### config.mk
export PLATFORM = sky130hd
export DESIGN_NAME = tlb_lookup_clock_replace_flat
export DESIGN_NICKNAME = d
export VERILOG_FILES = /design/src/sv/tlbc_pkg.sv /design/src/sv/tlbc_if.sv /design/src/sv/tlbc_cell.sv /design/src/sv/tlb_lookup_clock_replace.sv /design/src/flat_wrapper.sv
export SDC_FILE = /design/constraint.sdc
export NUM_CORES = 1
export LEC_CHECK = 0
export BUFFER_PORTS_ARGS = -buffer_cell sky130_fd_sc_hd__buf_2
export CAP_MARGIN = 20
export CORE_ASPECT_RATIO = 1.5
export CORE_UTILIZATION = 43
export DETAILED_ROUTE_END_ITERATION = 16
export GPL_ROUTABILITY_DRIVEN = 1
export PLACE_DENSITY = 0.57
export SETUP_SLACK_MARGIN = 0.3
export SLEW_MARGIN = 25
export SYNTH_ARGS = -nofsm -noshare
export SYNTH_HDL_FRONTEND = slang
export SYNTH_SLANG_ARGS = --single-unit
### constraint.sdc
create_clock -name clk -period 14.3 [get_ports clk]
set_input_delay 0.715 -clock clk [delete_from_list [all_inputs] [get_ports clk]]
set_output_delay 0.715 -clock clk [all_outputs]
set_load 0.005 [all_outputs]
### src/sv/tlbc_pkg.sv
// Shared types, sizes and width helpers for the clock-replacement TLB.
// No dependencies; used by the interfaces, the cell, the top level and the checker.
package tlbc_pkg;

  localparam int ENTRIES     = 16;
  localparam int PAGE_BITS   = 20;
  localparam int FRAME_BITS  = 20;
  localparam int SLOT_BITS   = (ENTRIES > 1) ? $clog2(ENTRIES) : 1;
  localparam int IN_PAGE_W   = 20;
  localparam int IN_FRAME_W  = 20;
  localparam int OUT_FRAME_W = 20;
  localparam int OUT_SLOT_W  = 4;
  localparam int HIT_CNT_W   = 32;

  typedef logic [PAGE_BITS-1:0]   page_t;
  typedef logic [FRAME_BITS-1:0]  frame_t;
  typedef logic [SLOT_BITS-1:0]   slot_t;
  typedef logic [HIT_CNT_W-1:0]   hit_cnt_t;

  // Priority chain passed cell to cell: seen a match, an invalid entry,
  // an entry with its used bit clear.
  typedef struct packed {
    logic hit;
    logic free;
    logic clear;
  } chain_t;

  // Request broadcast to all cells.
  typedef struct packed {
    logic   go;
    logic   wr;
    page_t  page;
    frame_t frame;
  } req_t;

  function automatic page_t to_page(logic [IN_PAGE_W-1:0] v);
    logic [63:0] w;
    w = 64'(v);
    return w[PAGE_BITS-1:0];
  endfunction

  function automatic frame_t to_frame(logic [IN_FRAME_W-1:0] v);
    logic [63:0] w;
    w = 64'(v);
    return w[FRAME_BITS-1:0];
  endfunction

  function automatic logic [OUT_FRAME_W-1:0] frame_out(frame_t f);
    logic [63:0] w;
    w = 64'(f);
    return w[OUT_FRAME_W-1:0];
  endfunction

  function automatic logic [OUT_SLOT_W-1:0] slot_out(slot_t s);
    logic [31:0] w;
    w = 32'(s);
    return w[OUT_SLOT_W-1:0];
  endfunction

endpackage

### src/sv/tlbc_if.sv
// Valid/ready channel interfaces for lookup requests and results.
// Depends on tlbc_pkg for field widths.
interface tlbc_in_if;
  logic                               valid;
  logic                               ready;
  logic [tlbc_pkg::IN_PAGE_W-1:0]     page_number;
  logic                               is_write;
  logic [tlbc_pkg::IN_FRAME_W-1:0]    walked_frame;

  modport source (output valid, output page_number, output is_write,
                  output walked_frame, input ready);
  modport sink   (input valid, input page_number, input is_write,
                  input walked_frame, output ready);
endinterface

interface tlbc_out_if;
  logic                               valid;
  logic                               ready;
  logic [tlbc_pkg::OUT_FRAME_W-1:0]   frame_number;
  logic                               was_hit;
  logic [tlbc_pkg::OUT_SLOT_W-1:0]    slot_index;

  modport source (output valid, output frame_number, output was_hit,
                  output slot_index, input ready);
  modport sink   (input valid, input frame_number, input was_hit,
                  input slot_index, output ready);
endinterface

### src/sv/tlbc_cell.sv
// One TLB entry: tag, frame, valid/dirty/used bits and its link in the
// match / free / clock-sweep priority chain. Depends on tlbc_pkg.
module tlbc_cell (
  input  logic             clk,
  input  logic             rst_n,
  input  tlbc_pkg::req_t   req,
  input  logic             first,
  input  tlbc_pkg::chain_t ci,
  input  tlbc_pkg::chain_t glb,
  output tlbc_pkg::chain_t co,
  output logic             hit_sel,
  output logic             victim_sel,
  output tlbc_pkg::frame_t frame
);

  tlbc_pkg::page_t  page_r,  page_nxt;
  tlbc_pkg::frame_t frame_r, frame_nxt;
  logic valid_r, valid_nxt;
  logic dirty_r, dirty_nxt;
  logic used_r,  used_nxt;
  logic match;
  logic sweep_clear;

  assign match   = valid_r && (page_r == req.page);
  assign co.hit   = ci.hit   | match;
  assign co.free  = ci.free  | !valid_r;
  assign co.clear = ci.clear | !used_r;

  assign hit_sel = match && !ci.hit;
  assign victim_sel = !glb.hit &&
                      (glb.free  ? (!valid_r && !ci.free) :
                       glb.clear ? (!used_r && !ci.clear) : first);
  // clock hand passes this entry
  assign sweep_clear = !glb.hit && !glb.free && (!glb.clear || !ci.clear);
  assign frame = frame_r;

  always_comb begin
    page_nxt  = page_r;
    frame_nxt = frame_r;
    valid_nxt = valid_r;
    dirty_nxt = dirty_r;
    used_nxt  = used_r;
    if (req.go) begin
      if (hit_sel && glb.hit) begin
        used_nxt  = 1'b1;
        dirty_nxt = dirty_r | req.wr;
      end else begin
        if (sweep_clear) used_nxt = 1'b0;
        if (victim_sel) begin
          page_nxt  = req.page;
          frame_nxt = req.frame;
          valid_nxt = 1'b1;
          used_nxt  = 1'b1;
          dirty_nxt = req.wr;
        end
      end
    end
  end

  always_ff @(posedge clk) begin
    page_r  <= page_nxt;
    frame_r <= frame_nxt;
    if (!rst_n) begin
      valid_r <= 1'b0;
      dirty_r <= 1'b0;
      used_r  <= 1'b0;
    end else begin
      valid_r <= valid_nxt;
      dirty_r <= dirty_nxt;
      used_r  <= used_nxt;
    end
  end

endmodule

### src/sv/tlb_lookup_clock_replace.sv
// Fully associative TLB, row of entry cells with clock replacement.
// An accepted request is held in the request register, its result in the
// result register; one request per cycle sustained while results are taken,
// set by the combinational cell-chain lookup and update. Synchronous reset
// (active low) clears valid, used and dirty bits, hit counter, result valid.
module tlb_lookup_clock_replace (
  input  logic              clk,
  input  logic              rst_n,
  tlbc_in_if.sink           in_ch,
  tlbc_out_if.source        out_ch
);

  localparam int N = tlbc_pkg::ENTRIES;

  logic              req_v_r, req_v_nxt;
  logic              req_wr_r;
  tlbc_pkg::page_t   req_page_r;
  tlbc_pkg::frame_t  req_frame_r;
  logic              proc;
  logic              accept;
  tlbc_pkg::req_t    req;
  tlbc_pkg::chain_t  chain [N+1];
  tlbc_pkg::chain_t  glb;
  logic [N-1:0]      hit_vec;
  logic [N-1:0]      vic_vec;
  tlbc_pkg::frame_t  cell_frame [N];
  tlbc_pkg::frame_t  hit_frame;
  tlbc_pkg::slot_t   slot;
  logic [N-1:0]      sel;

  logic                               out_valid_r, out_valid_nxt;
  logic [tlbc_pkg::OUT_FRAME_W-1:0]   out_frame_r;
  logic                               out_hit_r;
  logic [tlbc_pkg::OUT_SLOT_W-1:0]    out_slot_r;
  tlbc_pkg::hit_cnt_t                 hit_count_r, hit_count_nxt;

  assign proc        = req_v_r && (!out_valid_r || out_ch.ready);
  assign in_ch.ready = !req_v_r || proc;
  assign accept      = in_ch.valid && in_ch.ready;

  assign req.go    = proc;
  assign req.wr    = req_wr_r;
  assign req.page  = req_page_r;
  assign req.frame = req_frame_r;

  assign chain[0] = '0;
  assign glb      = chain[N];

  for (genvar i = 0; i < N; i++) begin : g_cell
    tlbc_cell u_cell (
      .clk        (clk),
      .rst_n      (rst_n),
      .req        (req),
      .first      (i == 0),
      .ci         (chain[i]),
      .glb        (glb),
      .co         (chain[i+1]),
      .hit_sel    (hit_vec[i]),
      .victim_sel (vic_vec[i]),
      .frame      (cell_frame[i])
    );
  end

  assign sel = glb.hit ? hit_vec : vic_vec;

  always_comb begin
    slot      = '0;
    hit_frame = '0;
    for (int i = 0; i < N; i++) begin
      if (sel[i]) slot = slot | tlbc_pkg::SLOT_BITS'(i);
      if (hit_vec[i]) hit_frame = hit_frame | cell_frame[i];
    end
  end

  always_comb begin
    req_v_nxt = req_v_r;
    if (proc) req_v_nxt = 1'b0;
    if (accept) req_v_nxt = 1'b1;
    out_valid_nxt = out_valid_r;
    if (out_ch.ready) out_valid_nxt = 1'b0;
    if (proc) out_valid_nxt = 1'b1;
    hit_count_nxt = hit_count_r;
    if (proc && glb.hit) hit_count_nxt = hit_count_r + 1'b1;
  end

  always_ff @(posedge clk) begin
    if (accept) begin
      req_page_r  <= tlbc_pkg::to_page(in_ch.page_number);
      req_wr_r    <= in_ch.is_write;
      req_frame_r <= tlbc_pkg::to_frame(in_ch.walked_frame);
    end
    if (proc) begin
      out_frame_r <= glb.hit ? tlbc_pkg::frame_out(hit_frame)
                             : tlbc_pkg::frame_out(req_frame_r);
      out_hit_r   <= glb.hit;
      out_slot_r  <= tlbc_pkg::slot_out(slot);
    end
    if (!rst_n) begin
      req_v_r     <= 1'b0;
      out_valid_r <= 1'b0;
      hit_count_r <= '0;
    end else begin
      req_v_r     <= req_v_nxt;
      out_valid_r <= out_valid_nxt;
      hit_count_r <= hit_count_nxt;
    end
  end

  assign out_ch.valid        = out_valid_r;
  assign out_ch.frame_number = out_frame_r;
  assign out_ch.was_hit      = out_hit_r;
  assign out_ch.slot_index   = out_slot_r;

endmodule

### src/flat_wrapper.sv
// flat-port wrapper written by rule: the top's interface ports become plain ports
module tlb_lookup_clock_replace_flat 
  (clk, rst_n, in_ch_valid, in_ch_page_number, in_ch_is_write, in_ch_walked_frame, in_ch_ready, out_ch_valid, out_ch_frame_number, out_ch_was_hit, out_ch_slot_index, out_ch_ready);
  tlbc_in_if in_ch_i ();
  tlbc_out_if out_ch_i ();
  input  logic clk;
  input  logic rst_n;
  input wire logic [$bits(in_ch_i.valid)-1:0] in_ch_valid;
  input wire logic [$bits(in_ch_i.page_number)-1:0] in_ch_page_number;
  input wire logic [$bits(in_ch_i.is_write)-1:0] in_ch_is_write;
  input wire logic [$bits(in_ch_i.walked_frame)-1:0] in_ch_walked_frame;
  output wire logic [$bits(in_ch_i.ready)-1:0] in_ch_ready;
  output wire logic [$bits(out_ch_i.valid)-1:0] out_ch_valid;
  output wire logic [$bits(out_ch_i.frame_number)-1:0] out_ch_frame_number;
  output wire logic [$bits(out_ch_i.was_hit)-1:0] out_ch_was_hit;
  output wire logic [$bits(out_ch_i.slot_index)-1:0] out_ch_slot_index;
  input wire logic [$bits(out_ch_i.ready)-1:0] out_ch_ready;
  assign in_ch_i.valid = in_ch_valid;
  assign in_ch_i.page_number = in_ch_page_number;
  assign in_ch_i.is_write = in_ch_is_write;
  assign in_ch_i.walked_frame = in_ch_walked_frame;
  assign in_ch_ready = in_ch_i.ready;
  assign out_ch_valid = out_ch_i.valid;
  assign out_ch_frame_number = out_ch_i.frame_number;
  assign out_ch_was_hit = out_ch_i.was_hit;
  assign out_ch_slot_index = out_ch_i.slot_index;
  assign out_ch_i.ready = out_ch_ready;
  tlb_lookup_clock_replace u_core (.clk(clk), .rst_n(rst_n), .in_ch(in_ch_i), .out_ch(out_ch_i));
endmodule
==> flow_summary.toml, run 1 <==
[timing]
worst_hold_slack_ns = 0.255
hold_viol_final = 0
period_minus_slack_ns = 6.28
relSlewSlack_pct = 26.3
finalSetupViolCount = 0
worst_slack_ns = 8.02
rsz0062_at_grt = "no"
fin_crit_sh_pct = 43.9
worst_pin_slew_ns = 1.10
fin_skew_ns = 0.0265
fmax_ghz = 0.159
setup_tns_ns = 0
drv_slew = 0

[final_layout]
instances_no_fill = 3253
antenna_cells = 0
syn2layout_area_growth_pct = 12.9
final_common_cell = "edfxtp_1"
nets = 2317
layout_common_cells = "edfxtp_1, xnor2_1, nand4_1"
drive_above_1_share_pct = 14.0
fill_cells = 6122

[clock_network]
clk_pin_slew_ns = 0.06
htreeDepth = 3
cts.sinks = 739
clk-insertion-delay-late_ns = 0.63
clock_path_buffers = 3
postCtsHoldBufs = 0
cts_made_buffers = 74
cts-root-buf = "clkbuf_16"
cts_tree = "done"
cts_resized = 0
post-cts-setup-buffers = 0

[synth]
avgSynthCellArea_um2 = 14.5
synthCells = 2170
syn-cell-area_um2 = 31500
synth_nets = 2215
synth-edff-count = 705
yosysWarnings = 0
synth.distinct_cells = 77
ys_ff_latch = 739
seq_area_frac_synth_pct = 69.3
synth-main-ff-cell = "edfxtp_1"
async_reset_ff_share_pct = 0

[placement]
dp_hpwl_mm = 52.0
portBuffers = 70
place.gp.congestion = 0.900
pre_cts_ws_ns = 8.00
dp.cells = 3117

[routing]
drc = 0
drt-total-wl_mm = 83.4
postRouteAntennaNets = 0
drtIter0Drc = 1661
via_count = 19100
viasPerCell = 5.88
drt-wirelength-per-cell_um = 25.6
first_pass_iters = 5

[die]
die-width_um = 223
die_area_um2 = 74400
ios = 72
row_count = 121
core_um2 = 72500
start_util_pct = 43.5
die_h_um = 334

[critical_path]
path_class = "flop to flop"
end_kind = "flop"
cp.arrival_ns = 6.54
cp-start-kind = "flop"
r2r_setup_slack_ns = 8.02
required_ns = 14.56
cp_max_fo = 43

[min_path]
hp-class = "primary input to flop"

[grt]
first_global_vias = 19300
grt_start_max_net_pins = 44
grt_pass1_wl_mm = 124
grt_usage_pct = 22.6
antenna_found_initial = 0
overflow = 0

[power]
p_int_w = 0.00362
power_density_nw_per_um2 = 129
p_sw_w = 0.000959
power.share.clock_pct = 43.5
irDropWorstVdd_uv = 103
swShare_pct = 20.9
seq_power_share_pct = 52.8
pwr-share-comb_pct = 3.7
leakagePower_nw = 10.9

[outcome]
outcome = "finished clean"

[flow_run]
drv_cap = 0
flip-flops by register name, indices dropped and copies added, names as in the netlist:
register and flops:
u_core.out_ch.was_hit 1, u_core.out_ch.slot_index 4, u_core.g_cell.u_cell.valid_r 16, u_core.req_page_r 20, u_core.req_v_r 1, u_core.out_ch.frame_number 20, u_core.g_cell.u_cell.page_r 320, u_core.g_cell.u_cell.used_r 16
u_core.out_ch.valid 1, u_core.g_cell.u_cell.frame 320, u_core.req_frame_r 20
final timing paths:
path,cells after the start,startpoint,end
min,1,in_ch_page_number[13],u_core.req_page_r[13]$_DFFE_PP_
max reg2reg,11,u_core.req_page_r[9]$_DFFE_PP_,u_core.g_cell[14].u_cell.page_r[13]$_DFFE_PP_
max,11,u_core.req_page_r[9]$_DFFE_PP_,u_core.g_cell[14].u_cell.page_r[13]$_DFFE_PP_
min reg2reg,2,u_core.g_cell[7].u_cell.used_r$_SDFFE_PN0P_,u_core.g_cell[7].u_cell.used_r$_SDFFE_PN0P_
synthesized netlist by cell type (10+ instances only):
master       n  share of area [%]
edfxtp_1   705                 67
xnor2_1    228                6.3
nand4_1    137                2.7
nand2_1    124                1.5
nor2_1     105                1.3
xor2_1      95                2.6
nor4_1      80                1.6
clkbuf_1    58               0.69
nand3_1     56               0.89
nor3_1      42               0.67
dfxtp_1     34                2.2
o21a_1      32               0.76
buf_2       31               0.49
or3_1       30               0.60
a221oi_1    29               0.81
a21oi_1     26               0.41
or2_2       26               0.52
a22oi_1     20               0.48
a221o_1     19               0.60
a22o_1      19               0.53
o21ai_0     19               0.30
o2bb2ai_1   19               0.53
a2111oi_0   18               0.50
buf_4       18               0.43
a211oi_1    15               0.36
or4_1       15               0.36
and3_1      11               0.22
and4_1      11               0.31
inv_1       10               0.12
nor4b_1     10               0.28
critical path, cell delays in order (launching register included):
cell and delay (ns):
edfxtp_1 0.32, buf_4 0.29, buf_4 0.39, xor2_1 0.23, or4_1 0.75, or3b_2 0.26
o2bb2a_1 0.21, nand3_4 0.51, nor4_4 0.79, nand2_2 0.61, nor3_2 0.89, buf_4 0.55
power groups by stage:
stage | Combinational, W | Clock, W | Sequential, W
2_1_floorplan | 0.0000999 | 0 | 0.00246
5_1_grt | 0.000181 | 0.00212 | 0.00242
6_report | 0.000167 | 0.00199 | 0.00242
3_3_place_gp | 0.000166 | 0 | 0.00246
4_1_cts | 0.000170 | 0.00203 | 0.00242
3_5_place_dp | 0.000169 | 0 | 0.00246
kinds of logic (layout without fill, tap and decap cells):
| group | count (synthesis) | count (layout) | share of synthesized area [%] |
|---|---|---|---|
| AOI/OAI and AO/OA | 274 | 274 | 6.96 |
| buffers and inverters | 127 | 288 | 2.13 |
| DFF | 739 | 739 | 69.3 |
| and+or+nand+nor | 706 | 706 | 12.6 |
| xor gates and xnor gates | 323 | 323 | 8.98 |
| muxes | 1 | 1 | 0.0318 |
metrics by stage:
stage               utilization (%)  area, um2  power [W]
finish                         49.1      35600    0.00458
global route                   49.1      35600    0.00472
CTS                            49.0      35500    0.00462
detailed placement             45.6      33100    0.00263
global placement               45.6      33000    0.00263
floorplan                         -      31500    0.00256
per-layer routing:
metal	vias to the layer above	GRT usage [%]	share of wire, %
li1	8674	-	-
met1	9717	27.8	41
met4	0	7.57	2.7
met2	633	40.5	52
met5	-	0	0
met3	116	3.08	4.6
final cells by class:
| class | count | area, um2 | share of cell area (%) |
|---|---|---|---|
| Clock inverter | 41 | 515 | 1.45 |
| Sequential cell | 739 | 21900 | 61.4 |
| Inverter | 11 | 41.3 | 0.116 |
| Multi-Input combinational cell | 1304 | 9160 | 25.8 |
| Timing Repair Buffer | 142 | 895 | 2.51 |
| Tap cell | 922 | 1150 | 3.24 |
| Clock buffer | 94 | 1960 | 5.50 |
(Power assumes the default switching activity.)
==> run 2: changes to the inputs <==
==> constraint.sdc (replaced) <==
create_clock -name clk -period 5.95 [get_ports clk]
set_input_delay 0.2975 -clock clk [delete_from_list [all_inputs] [get_ports clk]]
set_output_delay 0.2975 -clock clk [all_outputs]
set_load 0.005 [all_outputs]
==> flow_summary.toml, run 2 (synthesis results as in run 1) <==
[outcome]
outcome = "finished clean"

[grt]
overflow = 0
antenna_found_initial = 1
first_global_vias = 19800
grt_start_max_net_pins = 43
grt_pass1_wl_mm = 130
grt_usage_pct = 23.8

[routing]
drtIter0Drc = 1815
drt-wirelength-per-cell_um = 26.2
drt-total-wl_mm = 88.0
via_count = 19800
drc = 0
postRouteAntennaNets = 0
first_pass_iters = 7
viasPerCell = 5.89

[power]
power_density_nw_per_um2 = 297
irDropWorstVdd_uv = 166
p_total_w = 0.0108
leakagePower_nw = 11.4

[timing]
hold_viol_final = 0
relSlewSlack_pct = 34.4
fin_skew_ns = 0.0282
drv_slew = 0
rsz0062_at_grt = "no"
fmax_ghz = 0.209
period_minus_slack_ns = 4.79
finalSetupViolCount = 0
fin_crit_sh_pct = 80.5
worst_slack_ns = 1.16
worst_pin_slew_ns = 0.971

[critical_path]
cp.arrival_ns = 5.17
cp-start-kind = "flop"
crit_chain = "xnor2_1 -> nand4_1 -> nor4_1 -> and2_1 -> or3_1 -> nor4b_4 -> buf_6 -> buf_4 -> a221oi_1 -> nand4_1 -> o21a_1"
path_buf_inv = 2
path_class = "flop to flop"
max_stage_delay_ns = 0.90
cp_max_fo = 15
slowest_stage = "edfxtp_1"
cp_top_family = "simple AND/OR/NAND/NOR gates"
required_ns = 6.33
cp_common_cell = "nand4_1"
end_kind = "flop"

[min_path]
hp-class = "primary input to flop"

[clock_network]
cts_tree = "done"
cts_resized = 0
htreeDepth = 3
clk_pin_slew_ns = 0.06
cts.sinks = 739
cts-root-buf = "clkbuf_16"
post-cts-setup-buffers = 0
cts_made_buffers = 73
postCtsHoldBufs = 42
clk-insertion-delay-late_ns = 0.63
clock_path_buffers = 3

[placement]
portBuffers = 70
place_area_um2 = 33700
pre_cts_ws_ns = 1.26
dp_hpwl_mm = 58.4
dp.cells = 3188
place.gp.congestion = 0.906

[final_layout]
syn2layout_area_growth_pct = 15.8
fill_cells = 6086
fin_area_um2 = 36500
instances_no_fill = 3363
drive_above_1_share_pct = 16.1
nets = 2429
antenna_cells = 0
regArea_um2 = 21900
layout_common_cells = "edfxtp_1, xnor2_1, nand4_1"
final_common_cell = "edfxtp_1"
multi_input_area_um2 = 9140

[die]
row_count = 121
ios = 72
die_area_um2 = 74400
start_util_pct = 43.5
core_um2 = 72500
die_h_um = 334
die-width_um = 223

[flow_run]
drv_cap = 0
==> run 2: cell count changes in the layout (fill, tap and decap cells not counted), moves of 2 or more <==
cell	before	now
dlygate4sd3_1	0	42
clkinv_4	2	0
buf_12	0	9
clkbuf_16	75	77
bufinv_16	11	6
buf_6	1	3
and3_4	4	0
clkinv_1	9	11
clkinv_8	2	0
clkinvlp_4	0	2
inv_6	4	2
and3_2	0	4
buf_4	71	131
==> run 2: worst reg2reg max path: stages (launching register included) <==
cell and delay, ns:
edfxtp_1 0.90, xnor2_1 0.27, nand4_1 0.13, nor4_1 0.75, and2_1 0.81, or3_1 0.32, nor4b_4 0.13, buf_6 0.19
buf_4 0.15, a221oi_1 0.60, nand4_1 0.17, o21a_1 0.15
==> run 2: area by class of cell <==
type / instances / area share (%)
tap: 922 / 3.16
clock buffer: 97 / 5.54
sequential: 739 / 59.9
multi-input combinational: 1304 / 25.0
clock inverter: 35 / 0.891
inverter: 11 / 0.113
timing repair buffer: 255 / 5.39
==> run 2: worst paths after layout <==
path	startpoint	end	slack, ns	depth (start not counted)
max	u_core.req_page_r[3]$_DFFE_PP_	u_core.out_ch.frame_number[15]$_DFFE_PP_	1.16	11
min	rst_n	u_core.g_cell[14].u_cell.valid_r$_SDFFE_PN0P_	0.19	2
min reg2reg	u_core.g_cell[5].u_cell.used_r$_SDFFE_PN0P_	u_core.g_cell[5].u_cell.used_r$_SDFFE_PN0P_	0.51	2
max reg2reg	u_core.req_page_r[3]$_DFFE_PP_	u_core.out_ch.frame_number[15]$_DFFE_PP_	1.16	11
==> run 2: per-stage QoR <==
stage	utilization, %	hold WS (ns)	setup TNS [ns]
floorplan	-	0.396	-14.95
global placement	46.5	0.476	0
detailed placement	46.5	0.476	0
CTS	50.3	0.166	0
global route	50.3	0.188	0
finish	50.3	0.189	0
==> run 2: layer usage <==
metal | vias to the layer above | part of all wire, % | global-route usage [%]
met2 | 688 | 52 | 42.3
met1 | 10100 | 39 | 28.4
met3 | 143 | 4.8 | 3.50
li1 | 8893 | - | -
met5 | - | 0.013 | 0
met4 | 2 | 4.3 | 10.7
==> run 2: where the power goes <==
| group | switching [W] | internal (W) |
|---|---|---|
| registers | 0.0000921 | 0.00575 |
| clock network | 0.00193 | 0.00265 |
| logic | 0.000264 | 0.000164 |
| total | 0.00228 | 0.00856 |
